==> config.mk <==
export PLATFORM = sky130hd
export DESIGN_NAME = serial_memory_command_parser_core
export DESIGN_NICKNAME = d
export VERILOG_FILES = /design/src/rtl/smcp_pkg.sv /design/src/rtl/smcp_queue.sv /design/src/rtl/smcp_front.sv /design/src/rtl/smcp_back.sv /design/src/rtl/serial_memory_command_parser_core.sv
export SDC_FILE = /design/constraint.sdc
export NUM_CORES = 1
export LEC_CHECK = 0
export BUFFER_PORTS_ARGS = -buffer_cell sky130_fd_sc_hd__buf_2
export CAP_MARGIN = 20
export CORE_ASPECT_RATIO = 2
export CORE_MARGIN = 10
export CORE_UTILIZATION = 45
export CTS_CLUSTER_SIZE = 16
export DETAILED_ROUTE_END_ITERATION = 16
export GPL_TIMING_DRIVEN = 0
export PLACE_DENSITY_LB_ADDON = 0.25
export SLEW_MARGIN = 5
export SYNTH_ARGS = -nofsm -noshare
export SYNTH_HDL_FRONTEND = slang
export SYNTH_SLANG_ARGS = --single-unit
==> constraint.sdc <==
create_clock -name clk -period 10.1 [get_ports clk]
set_input_delay 0 -clock clk [delete_from_list [all_inputs] [get_ports clk]]
set_output_delay 0 -clock clk [all_outputs]
set_load 0.05 [all_outputs]
==> src/rtl/smcp_pkg.sv <==
package smcp_pkg;

	// terminal characters
	localparam logic [7:0] CH_ESC  = 8'h1B;
	localparam logic [7:0] CH_CASE = 8'h20;
	localparam logic [7:0] CH_CR   = 8'h0D;
	localparam logic [7:0] CH_LF   = 8'h0A;
	localparam logic [7:0] CH_0    = 8'h30;
	localparam logic [7:0] CH_9    = 8'h39;
	localparam logic [7:0] CH_A    = 8'h41;
	localparam logic [7:0] CH_F    = 8'h46;
	localparam logic [7:0] CH_R    = 8'h52;
	localparam logic [7:0] CH_W    = 8'h57;
	localparam logic [7:0] CH_L    = 8'h4C;

	// result kinds
	localparam logic [2:0] KIND_ECHO      = 3'd0;
	localparam logic [2:0] KIND_READ      = 3'd1;
	localparam logic [2:0] KIND_WRITE     = 3'd2;
	localparam logic [2:0] KIND_BURST     = 3'd3;
	localparam logic [2:0] KIND_BAD_CMD   = 3'd4;
	localparam logic [2:0] KIND_BAD_ADDR  = 3'd5;
	localparam logic [2:0] KIND_MODE      = 3'd6;
	localparam logic [2:0] KIND_CANCEL    = 3'd7;

	// one request handed from the front to the back
	typedef struct packed {
		logic        burst;
		logic [2:0]  kind;
		logic [15:0] addr;
		logic [7:0]  data;
	} job_t;

	// back status seen by the front
	typedef struct packed {
		logic bursting;
		logic burst_done;
	} back_stat_t;

endpackage

==> src/rtl/smcp_queue.sv <==
module smcp_queue
	import smcp_pkg::*;
(
	input  logic clk,
	input  logic arst_n,
	input  logic push,
	input  job_t push_job,
	output logic full,
	input  logic pop,
	output logic empty,
	output job_t head
);

	job_t       ent_q [2];
	logic       wr_ptr_q;
	logic       rd_ptr_q;
	logic [1:0] cnt_q;

	assign full  = (cnt_q == 2'd2);
	assign empty = (cnt_q == 2'd0);
	assign head  = ent_q[rd_ptr_q];

	always_ff @(posedge clk or negedge arst_n) begin
		if (!arst_n) begin
			wr_ptr_q <= 1'b0;
			rd_ptr_q <= 1'b0;
			cnt_q    <= 2'd0;
		end else begin
			if (push)
				wr_ptr_q <= ~wr_ptr_q;
			if (pop)
				rd_ptr_q <= ~rd_ptr_q;
			if (push && !pop)
				cnt_q <= cnt_q + 2'd1;
			else if (pop && !push)
				cnt_q <= cnt_q - 2'd1;
		end
	end

	always_ff @(posedge clk) begin
		if (push)
			ent_q[wr_ptr_q] <= push_job;
	end

endmodule

==> src/rtl/smcp_front.sv <==
module smcp_front
	import smcp_pkg::*;
#(
	parameter int LINE_BYTES = 64,
	parameter int IDX_W      = 6,
	parameter int CNT_W      = 7
) (
	input  logic             clk,
	input  logic             arst_n,
	input  logic             in_valid,
	output logic             in_ready,
	input  logic [7:0]       ch,
	input  logic             q_full,
	output logic             push,
	output job_t             push_job,
	output logic             wr_en,
	output logic [IDX_W-1:0] wr_idx,
	output logic [7:0]       wr_data,
	output logic [CNT_W-1:0] burst_len,
	input  back_stat_t       back_stat
);

	typedef enum logic [4:0] {
		M_CMD   = 5'b00001,
		M_ADDR  = 5'b00010,
		M_READ  = 5'b00100,
		M_WRITE = 5'b01000,
		M_LINE  = 5'b10000
	} mode_t;

	localparam logic [1:0] PC_NONE = 2'd0;
	localparam logic [1:0] PC_R    = 2'd1;
	localparam logic [1:0] PC_W    = 2'd2;
	localparam logic [1:0] PC_L    = 2'd3;

	mode_t            mode_q, mode_d;
	logic [1:0]       pend_q, pend_d;
	logic [15:0]      addr_q, addr_d;
	logic [CNT_W-1:0] count_q, count_d;
	logic [CNT_W-1:0] len_q, len_d;
	logic             busy_q, busy_d;
	logic             accept;
	logic [7:0]       up;
	logic             is_dec, is_hex;
	logic [7:0]       letter;

	assign in_ready  = !busy_q && !q_full;
	assign accept    = in_valid && in_ready;
	assign up        = ch & ~CH_CASE;
	assign is_dec    = (ch >= CH_0) && (ch <= CH_9);
	assign is_hex    = (up >= CH_A) && (up <= CH_F);
	assign burst_len = len_q;
	assign wr_idx    = count_q[IDX_W-1:0];
	assign wr_data   = ch;

	always_comb begin
		unique case (pend_q)
			PC_R:    letter = CH_R;
			PC_W:    letter = CH_W;
			PC_L:    letter = CH_L;
			default: letter = 8'h00;
		endcase
	end

	always_comb begin
		mode_d   = mode_q;
		pend_d   = pend_q;
		addr_d   = addr_q;
		count_d  = count_q;
		len_d    = len_q;
		busy_d   = busy_q;
		push     = 1'b0;
		push_job = '{burst: 1'b0, kind: KIND_ECHO, addr: addr_q, data: ch};
		wr_en    = 1'b0;
		if (back_stat.burst_done)
			busy_d = 1'b0;
		if (accept) begin
			unique case (mode_q) inside
				M_ADDR: begin
					if (is_dec) begin
						addr_d = {addr_q[11:0], ch[3:0]};
						push   = 1'b1;
						push_job.addr = addr_d;
					end else if (is_hex) begin
						addr_d = {addr_q[11:0], up[3:0] + 4'd9};
						push   = 1'b1;
						push_job.addr = addr_d;
						push_job.data = up;
					end else if (ch == CH_CR || ch == CH_LF) begin
						if (pend_q != PC_NONE) begin
							unique case (pend_q)
								PC_R:    mode_d = M_READ;
								PC_W:    mode_d = M_WRITE;
								default: mode_d = M_LINE;
							endcase
							count_d = '0;
							push    = 1'b1;
							push_job.kind = KIND_MODE;
							push_job.data = letter;
						end
					end else begin
						mode_d = M_CMD;
						push   = 1'b1;
						push_job.kind = KIND_BAD_ADDR;
					end
				end
				M_READ, M_WRITE: begin
					push = 1'b1;
					if (ch == CH_ESC) begin
						mode_d = M_CMD;
						push_job.kind = KIND_CANCEL;
					end else begin
						addr_d = addr_q + 16'd1;
						if (mode_q == M_READ) begin
							push_job.kind = KIND_READ;
							push_job.data = 8'h00;
						end else begin
							push_job.kind = KIND_WRITE;
						end
					end
				end
				M_LINE: begin
					if (ch == CH_CR) begin
						if (count_q != '0) begin
							push   = 1'b1;
							push_job.burst = 1'b1;
							push_job.kind  = KIND_BURST;
							len_d  = count_q;
							busy_d = 1'b1;
							addr_d = addr_q + 16'(count_q);
						end
						count_d = '0;
					end else if (ch == CH_ESC) begin
						mode_d  = M_CMD;
						count_d = '0;
						push    = 1'b1;
						push_job.kind = KIND_CANCEL;
					end else if (count_q < CNT_W'(LINE_BYTES)) begin
						wr_en   = 1'b1;
						count_d = count_q + 1'b1;
					end
				end
				default: begin
					mode_d = M_CMD;
					push   = 1'b1;
					if (up == CH_R || up == CH_W || up == CH_L) begin
						pend_d = (up == CH_R) ? PC_R : ((up == CH_W) ? PC_W : PC_L);
						addr_d = 16'h0000;
						mode_d = M_ADDR;
						push_job.addr = 16'h0000;
						push_job.data = up;
					end else begin
						push_job.kind = KIND_BAD_CMD;
					end
				end
			endcase
		end
	end

	always_ff @(posedge clk or negedge arst_n) begin
		if (!arst_n) begin
			mode_q  <= M_CMD;
			pend_q  <= PC_NONE;
			addr_q  <= 16'h0000;
			count_q <= '0;
			len_q   <= '0;
			busy_q  <= 1'b0;
		end else begin
			mode_q  <= mode_d;
			pend_q  <= pend_d;
			addr_q  <= addr_d;
			count_q <= count_d;
			len_q   <= len_d;
			busy_q  <= busy_d;
		end
	end

endmodule

==> src/rtl/smcp_back.sv <==
module smcp_back
	import smcp_pkg::*;
#(
	parameter int LINE_BYTES = 64,
	parameter int IDX_W      = 6,
	parameter int CNT_W      = 7
) (
	input  logic             clk,
	input  logic             arst_n,
	input  logic             q_empty,
	input  job_t             q_head,
	output logic             pop,
	input  logic             wr_en,
	input  logic [IDX_W-1:0] wr_idx,
	input  logic [7:0]       wr_data,
	input  logic [CNT_W-1:0] burst_len,
	output back_stat_t       back_stat,
	output logic             out_valid,
	input  logic             out_ready,
	output logic [2:0]       out_kind,
	output logic [15:0]      out_addr,
	output logic [7:0]       out_data,
	output logic             out_last
);

	typedef enum logic [1:0] {
		ST_IDLE  = 2'b01,
		ST_BURST = 2'b10
	} state_t;

	state_t           state_q;
	logic [7:0]       line_mem [LINE_BYTES];
	logic [7:0]       rd_data_q;
	logic [IDX_W-1:0] idx_q;
	logic [IDX_W-1:0] rd_idx;
	logic [15:0]      burst_addr_q;
	logic             valid_q;
	logic [2:0]       kind_q;
	logic [15:0]      addr_q;
	logic [7:0]       data_q;
	logic             last_q;
	logic             out_free;
	logic             burst_last;
	logic             burst_step;
	logic             rd_en;
	logic             load;

	assign out_free   = !valid_q || out_ready;
	assign burst_last = (CNT_W'(idx_q) + 1'b1) == burst_len;
	assign burst_step = (state_q == ST_BURST) && out_free;
	assign pop        = (state_q == ST_IDLE) && !q_empty && out_free;
	assign load       = (pop && !q_head.burst) || burst_step;
	assign rd_en      = (pop && q_head.burst) || (burst_step && !burst_last);
	assign rd_idx     = (state_q == ST_IDLE) ? '0 : idx_q + 1'b1;

	assign back_stat.bursting   = (state_q == ST_BURST);
	assign back_stat.burst_done = burst_step && burst_last;

	assign out_valid = valid_q;
	assign out_kind  = kind_q;
	assign out_addr  = addr_q;
	assign out_data  = data_q;
	assign out_last  = last_q;

	// line buffer, read one byte ahead of the output register
	always_ff @(posedge clk) begin
		if (wr_en)
			line_mem[wr_idx] <= wr_data;
		if (rd_en)
			rd_data_q <= line_mem[rd_idx];
	end

	always_ff @(posedge clk or negedge arst_n) begin
		if (!arst_n) begin
			state_q <= ST_IDLE;
			valid_q <= 1'b0;
			idx_q   <= '0;
		end else begin
			if (out_free)
				valid_q <= load;
			unique case (state_q)
				ST_IDLE: begin
					if (pop && q_head.burst) begin
						idx_q   <= '0;
						state_q <= ST_BURST;
					end
				end
				ST_BURST: begin
					if (burst_step) begin
						if (burst_last)
							state_q <= ST_IDLE;
						else
							idx_q <= idx_q + 1'b1;
					end
				end
				default: state_q <= ST_IDLE;
			endcase
		end
	end

	always_ff @(posedge clk) begin
		if (pop && q_head.burst)
			burst_addr_q <= q_head.addr;
		else if (burst_step)
			burst_addr_q <= burst_addr_q + 16'd1;
		if (pop && !q_head.burst) begin
			kind_q <= q_head.kind;
			addr_q <= q_head.addr;
			data_q <= q_head.data;
			last_q <= 1'b1;
		end else if (burst_step) begin
			kind_q <= KIND_BURST;
			addr_q <= burst_addr_q;
			data_q <= rd_data_q;
			last_q <= burst_last;
		end
	end

endmodule

==> src/rtl/serial_memory_command_parser_core.sv <==
// Terminal command parser: each character on the slave stream is decoded at
// once in the front stage, which holds the mode, the pending command, the
// current address and the line buffer fill count, and hands at most one
// request per character into a two-entry queue. The back stage drives the
// master stream from an output register, so a request can wait there while
// the next character is taken. A character is taken while the queue has room
// and no burst is pending; most give one result via the queue and the output
// register. A CR in line mode with n buffered bytes starts a burst: the back
// stage streams the bytes from the line buffer one per cycle while the
// output is free, each read one ahead into a register, and the input is held
// off until the last burst byte has entered the output register. The line
// buffer keeps no reset; only bytes written since line mode began are read.
module serial_memory_command_parser_core
	import smcp_pkg::*;
#(
	parameter int LINE_BYTES = 64
) (
	input  logic        clk,
	input  logic        arst_n,
	input  logic        s_tvalid,
	output logic        s_tready,
	input  logic [7:0]  s_tdata,   // [7:0] ch
	output logic        m_tvalid,
	input  logic        m_tready,
	output logic [23:0] m_tdata,   // [15:0] mem_address, [23:16] data_byte
	output logic [2:0]  m_tuser,   // [2:0] kind
	output logic        m_tlast
);

	localparam int IDX_W = (LINE_BYTES > 1) ? $clog2(LINE_BYTES) : 1;
	localparam int CNT_W = $clog2(LINE_BYTES + 1);

	logic             q_push;
	job_t             q_push_job;
	logic             q_full;
	logic             q_pop;
	logic             q_empty;
	job_t             q_head;
	logic             wr_en;
	logic [IDX_W-1:0] wr_idx;
	logic [7:0]       wr_data;
	logic [CNT_W-1:0] burst_len;
	back_stat_t       back_stat;
	logic [15:0]      out_addr;
	logic [7:0]       out_data;

	smcp_front #(
		.LINE_BYTES(LINE_BYTES),
		.IDX_W     (IDX_W),
		.CNT_W     (CNT_W)
	) u_front (
		.clk      (clk),
		.arst_n   (arst_n),
		.in_valid (s_tvalid),
		.in_ready (s_tready),
		.ch       (s_tdata),
		.q_full   (q_full),
		.push     (q_push),
		.push_job (q_push_job),
		.wr_en    (wr_en),
		.wr_idx   (wr_idx),
		.wr_data  (wr_data),
		.burst_len(burst_len),
		.back_stat(back_stat)
	);

	smcp_queue u_queue (
		.clk     (clk),
		.arst_n  (arst_n),
		.push    (q_push),
		.push_job(q_push_job),
		.full    (q_full),
		.pop     (q_pop),
		.empty   (q_empty),
		.head    (q_head)
	);

	smcp_back #(
		.LINE_BYTES(LINE_BYTES),
		.IDX_W     (IDX_W),
		.CNT_W     (CNT_W)
	) u_back (
		.clk      (clk),
		.arst_n   (arst_n),
		.q_empty  (q_empty),
		.q_head   (q_head),
		.pop      (q_pop),
		.wr_en    (wr_en),
		.wr_idx   (wr_idx),
		.wr_data  (wr_data),
		.burst_len(burst_len),
		.back_stat(back_stat),
		.out_valid(m_tvalid),
		.out_ready(m_tready),
		.out_kind (m_tuser),
		.out_addr (out_addr),
		.out_data (out_data),
		.out_last (m_tlast)
	);

	assign m_tdata = {out_data, out_addr};

	// queue is never written while full
	assert property (@(posedge clk) disable iff (!arst_n) q_push |-> !q_full)
		else $error("request queue overflow");

	// the line buffer is not touched while a burst reads it
	assert property (@(posedge clk) disable iff (!arst_n) back_stat.bursting |-> !s_tready)
		else $error("input taken during line burst");

	// only burst bytes may be shown without the last flag
	assert property (@(posedge clk) disable iff (!arst_n)
		(m_tvalid && (m_tuser != KIND_BURST)) |-> m_tlast)
		else $error("single result without last flag");

	// the bursting state is left once the last burst byte has been taken
	assert property (@(posedge clk) disable iff (!arst_n)
		back_stat.burst_done |=> !back_stat.bursting)
		else $error("burst did not end after its last byte");

endmodule
==> results.md <==
- Synthesized-area fraction occupied by adder cells: 1.01%
- Starting DRC count in detailed routing: approximately 2,000
- Buffer and inverter count on the worst path: 5
- Number of global-route vias before repair: 20,600
- Post-synthesis compound-gate area fraction: 13.0%
- Post-CTS setup buffers: 0
- Deepest clock path buffer count: 3
- Max Transition Viols Final: 0
- Kind of start point of the critical path: register
- Ys flop type: sky130_fd_sc_hd__edfxtp_1
- Starting utilization of the core area: a little under half
- Buffer type at the clock tree root: sky130_fd_sc_hd__clkbuf_16
- Cell area after synthesis: between 20,000 and 30,000 um2
- Max stage delay cell, worst path: sky130_fd_sc_hd__a211oi_1
- Critical path endpoint category: register
- EDFF count, synth: 619
- Sinks on Clock Net: 671
- Placed wire-length estimate: 81,100 um
- Number of register bits inferred by synthesis: 671
- Clock Skew: ~33 ps
- Maximum single-stage delay on the critical path: 880 ps
- Average wire per cell in the routed design: around 35 um
- Vertical die dimension: 380 um
- 1st-pass router iterations: 6
- Number of nets with antenna violations after detailed routing: 0
- XOR/XNOR Fraction of Synth Area: ~1.2%
- Measured slew at the worst slew-check pin: 1310 ps
- Part of the cycle the worst path needs: 54.4%
- Worst-case vdd ir drop: ~0.17 mV
- Max_slew headroom: 12.5%
- Total global-route track usage: 28.9%
- Peak clock frequency supported by timing: 182 MHz
- Core Area: 64,600 um2
- Final WL: 112,000 um
- Layout Area Growth over Synthesis: 12.2%
- RSZ-0062 raised after global routing: no
- Largest net degree at the start of global routing: 72
- First-pass GRT wire length: 155,000 um
- Failing checks: hold timing
- Min-delay worst type: in -> reg
- Via-to-Cell Ratio: roughly 6.3
- Power Density: 251 nW/um2
- Share of synthesized area spent on multiplexers: between 6 and 7%
- Chain of cells forming the critical path: ha_1 > clkbuf_1 > buf_2 > buf_2 > buf_2 > clkbuf_1 > mux4_2 > a211oi_1 > o221ai_1
- Crit-path leading delay family: buffers and inverters
- Final count of hold timing violations: 6
- Mean cell area of the mapped netlist: 13.7 um2
- Aggregate global routing overflow: 0
- Clock latency on the worst-skew pair: 650 ps
- Library cells used by synthesis: 91
- Most used cell, CP: sky130_fd_sc_hd__buf_2
- Count of maximum capacitance violations: 0
- Final critical path time including I/O delays and setup: 5490 ps
- Area fraction in and, or, nand and nor cells after synthesis: 7.83%
- CP Data Arrival Time: 5770 ps
- Initial antenna violation count: 2
- Largest fanout on the critical path: 10
- Fraction of synthesis flops using an asynchronous set or reset pin: 7.60%
- Final-report setup violation count: 0
- Row cnt: 132
- Layout cells sized above 1: 10.2%
- Data required time at the worst endpoint: 10,380 ps
- Count of vias placed by the detailed router: about 20,000
- Number of I/O pins: 42
- Number of hold buffers added after CTS: 10
- Synth Net Count: 2,165
- DIE WIDTH: 200 um
- Full die area: 76,100 um2
- Count of mapped cells out of synthesis: 2,130
- Worst hold slack after final layout: -14.8 ps
- CTS tree: yes
- RD Place Congestion: 1.03
- Layout Nets: 2,292
- Total negative slack for setup checks: 0 ps
- # H-tree levels: 2
- IO buf count: ~40
- Register area share after synthesis: approximately two thirds
- Resize count post-CTS: 0
- # DRC: 0
- Warnings, synthesis: 0
- Reg clk slew, reported paths: 70 ps
- Number of buffers inserted during clock tree synthesis: 58
- Largest family of logic cells by synthesized area: compound AO/OA/AOI/OAI gates
- Setup Crit Path Kind: reg -> reg
- Run status: finished, violations left
- Total leakage power: 10.8 nW
-- through the flow --
step                      utilization (%)  cell area, um2  worst slack, ps  power (W)  cells
after floorplan                         -           29200             6330    0.00486   2130
after global placement               47.3           30500             4360    0.00593   3042
after detailed placement             47.7           30800             4810    0.00599   3056
after CTS                            50.7           32800             4820    0.00819   3173
after global routing                 50.8           32800             4690    0.00844   3175
final                                50.8           32800             4610    0.00824   3176
-- metal layers --
layer  wire (um)  global-route usage, %  up-vias
met5           7                      0        -
met4       13500                   29.1        2
met3        7050                   5.00      472
met1       33200                   26.1    10000
li1            -                      -     8537
met2       58300                   52.3     1060
-- state kept, by name, indices dropped and copies added (netlist names), 3 cells and up --
register and count:
u_front.mode_q 5, u_back.idx_q 6, u_front.burst_len 7, u_back.line_mem 512, u_back.out_kind 3, u_front.addr_q 16, u_back.rd_data_q 8, u_back.out_data 8
u_back.burst_addr_q 16, u_queue.ent_q 56, u_back.out_addr 16, u_front.count_q 7
-- logic make-up after synthesis --
group,count (synthesis)
DFF,671
and+or+nand+nor,493
muxes,170
buffers and inverters,170
adders and majority gates,23
xor gates and xnor gates,37
AOI/OAI and AO/OA,566
-- layout make-up --
type                    instances  area (um2)
fillers                      5512       31800
flip-flops and latches        671       19900
multi-input cells            1289        8670
clock buffers                  70        1510
well taps                     871        1090
repair buffers                 67         611
plain buffers                 142         578
clock inverters                37         343
inverters                      28         105
diodes                          1        2.50
-- Yosys cell counts (all sizes together), types with 9 or more instances --
cell / n / share of area [%]
a211oi: 23 / 0.59
a21o: 14 / 0.36
a21oi: 117 / 2.0
a221oi: 25 / 0.75
a22o: 20 / 0.60
a22oi: 15 / 0.39
a31oi: 21 / 0.45
and2: 16 / 0.35
and3: 14 / 0.30
buf: 53 / 0.84
clkbuf: 89 / 1.1
dfrtp: 49 / 4.2
edfxtp: 619 / 64
ha: 22 / 0.94
inv: 27 / 0.35
mux2: 24 / 0.92
mux2i: 130 / 4.5
mux4: 16 / 1.2
nand2: 175 / 2.3
nand2b: 9 / 0.19
nand3: 40 / 0.73
nor2: 152 / 2.0
nor2b: 13 / 0.28
nor3: 26 / 0.50
o211ai: 27 / 0.69
o21ai: 137 / 2.3
o221ai: 26 / 0.80
o22ai: 32 / 0.69
o311ai: 11 / 0.33
o31ai: 14 / 0.36
or3: 16 / 0.34
xnor2: 20 / 0.63
xor2: 16 / 0.48
-- layout by cell type, fill, tap and decap left out, drive strengths merged, types with 13 or more instances in the layout --
cell	synthesis	final
nor3	26	26
o21ai	137	137
ha	22	22
and2	16	16
a31oi	21	21
xnor2	20	20
nor2b	13	13
dfrtp	49	49
xor2	16	16
and3	14	14
a22o	20	20
buf	53	110
a21oi	117	117
o211ai	27	27
mux4	16	16
nand2	175	175
inv	27	28
o22ai	32	32
clkinv	1	27
mux2	24	24
clkbuf	89	159
o221ai	26	26
or3	16	16
nand3	40	40
a21o	14	14
nor2	152	152
a211oi	23	23
mux2i	130	130
edfxtp	619	619
o31ai	14	14
a22oi	15	15
a221oi	25	25
-- worst paths after layout --
path,from,slack (ps),depth (start not counted),end
min in group asynchronous,arst_n,440,3,u_front.mode_q[0]
max reg2reg,u_back.idx_q[1],4610,9,u_back.rd_data_q[0]
min,s_tdata[5],-10,1,u_back.line_mem[51][5]
min reg2reg,u_front.busy_q,490,2,u_front.busy_q
max in group asynchronous,arst_n,8370,4,u_front.addr_q[11]
max,u_back.idx_q[1],4610,9,u_back.rd_data_q[0]
-- worst reg2reg max path, delay by kind of cell, from the launching register on --
| family | cells | cell delay, ps |
|---|---|---|
| flops | 1 | 420 |
| mux | 1 | 450 |
| compound gates | 2 | 1270 |
| buf+inv | 5 | 2730 |
| fa+ha+maj | 1 | 280 |
-- power by group --
part | total, W | switching [W] | internal [W]
combinational | 0.00259 | 0.00193 | 0.000661
clock | 0.00223 | 0.00104 | 0.00119
sequential | 0.00341 | 0.0000972 | 0.00331
total | 0.00824 | 0.00307 | 0.00517
Power figures use the tool's default switching activity.
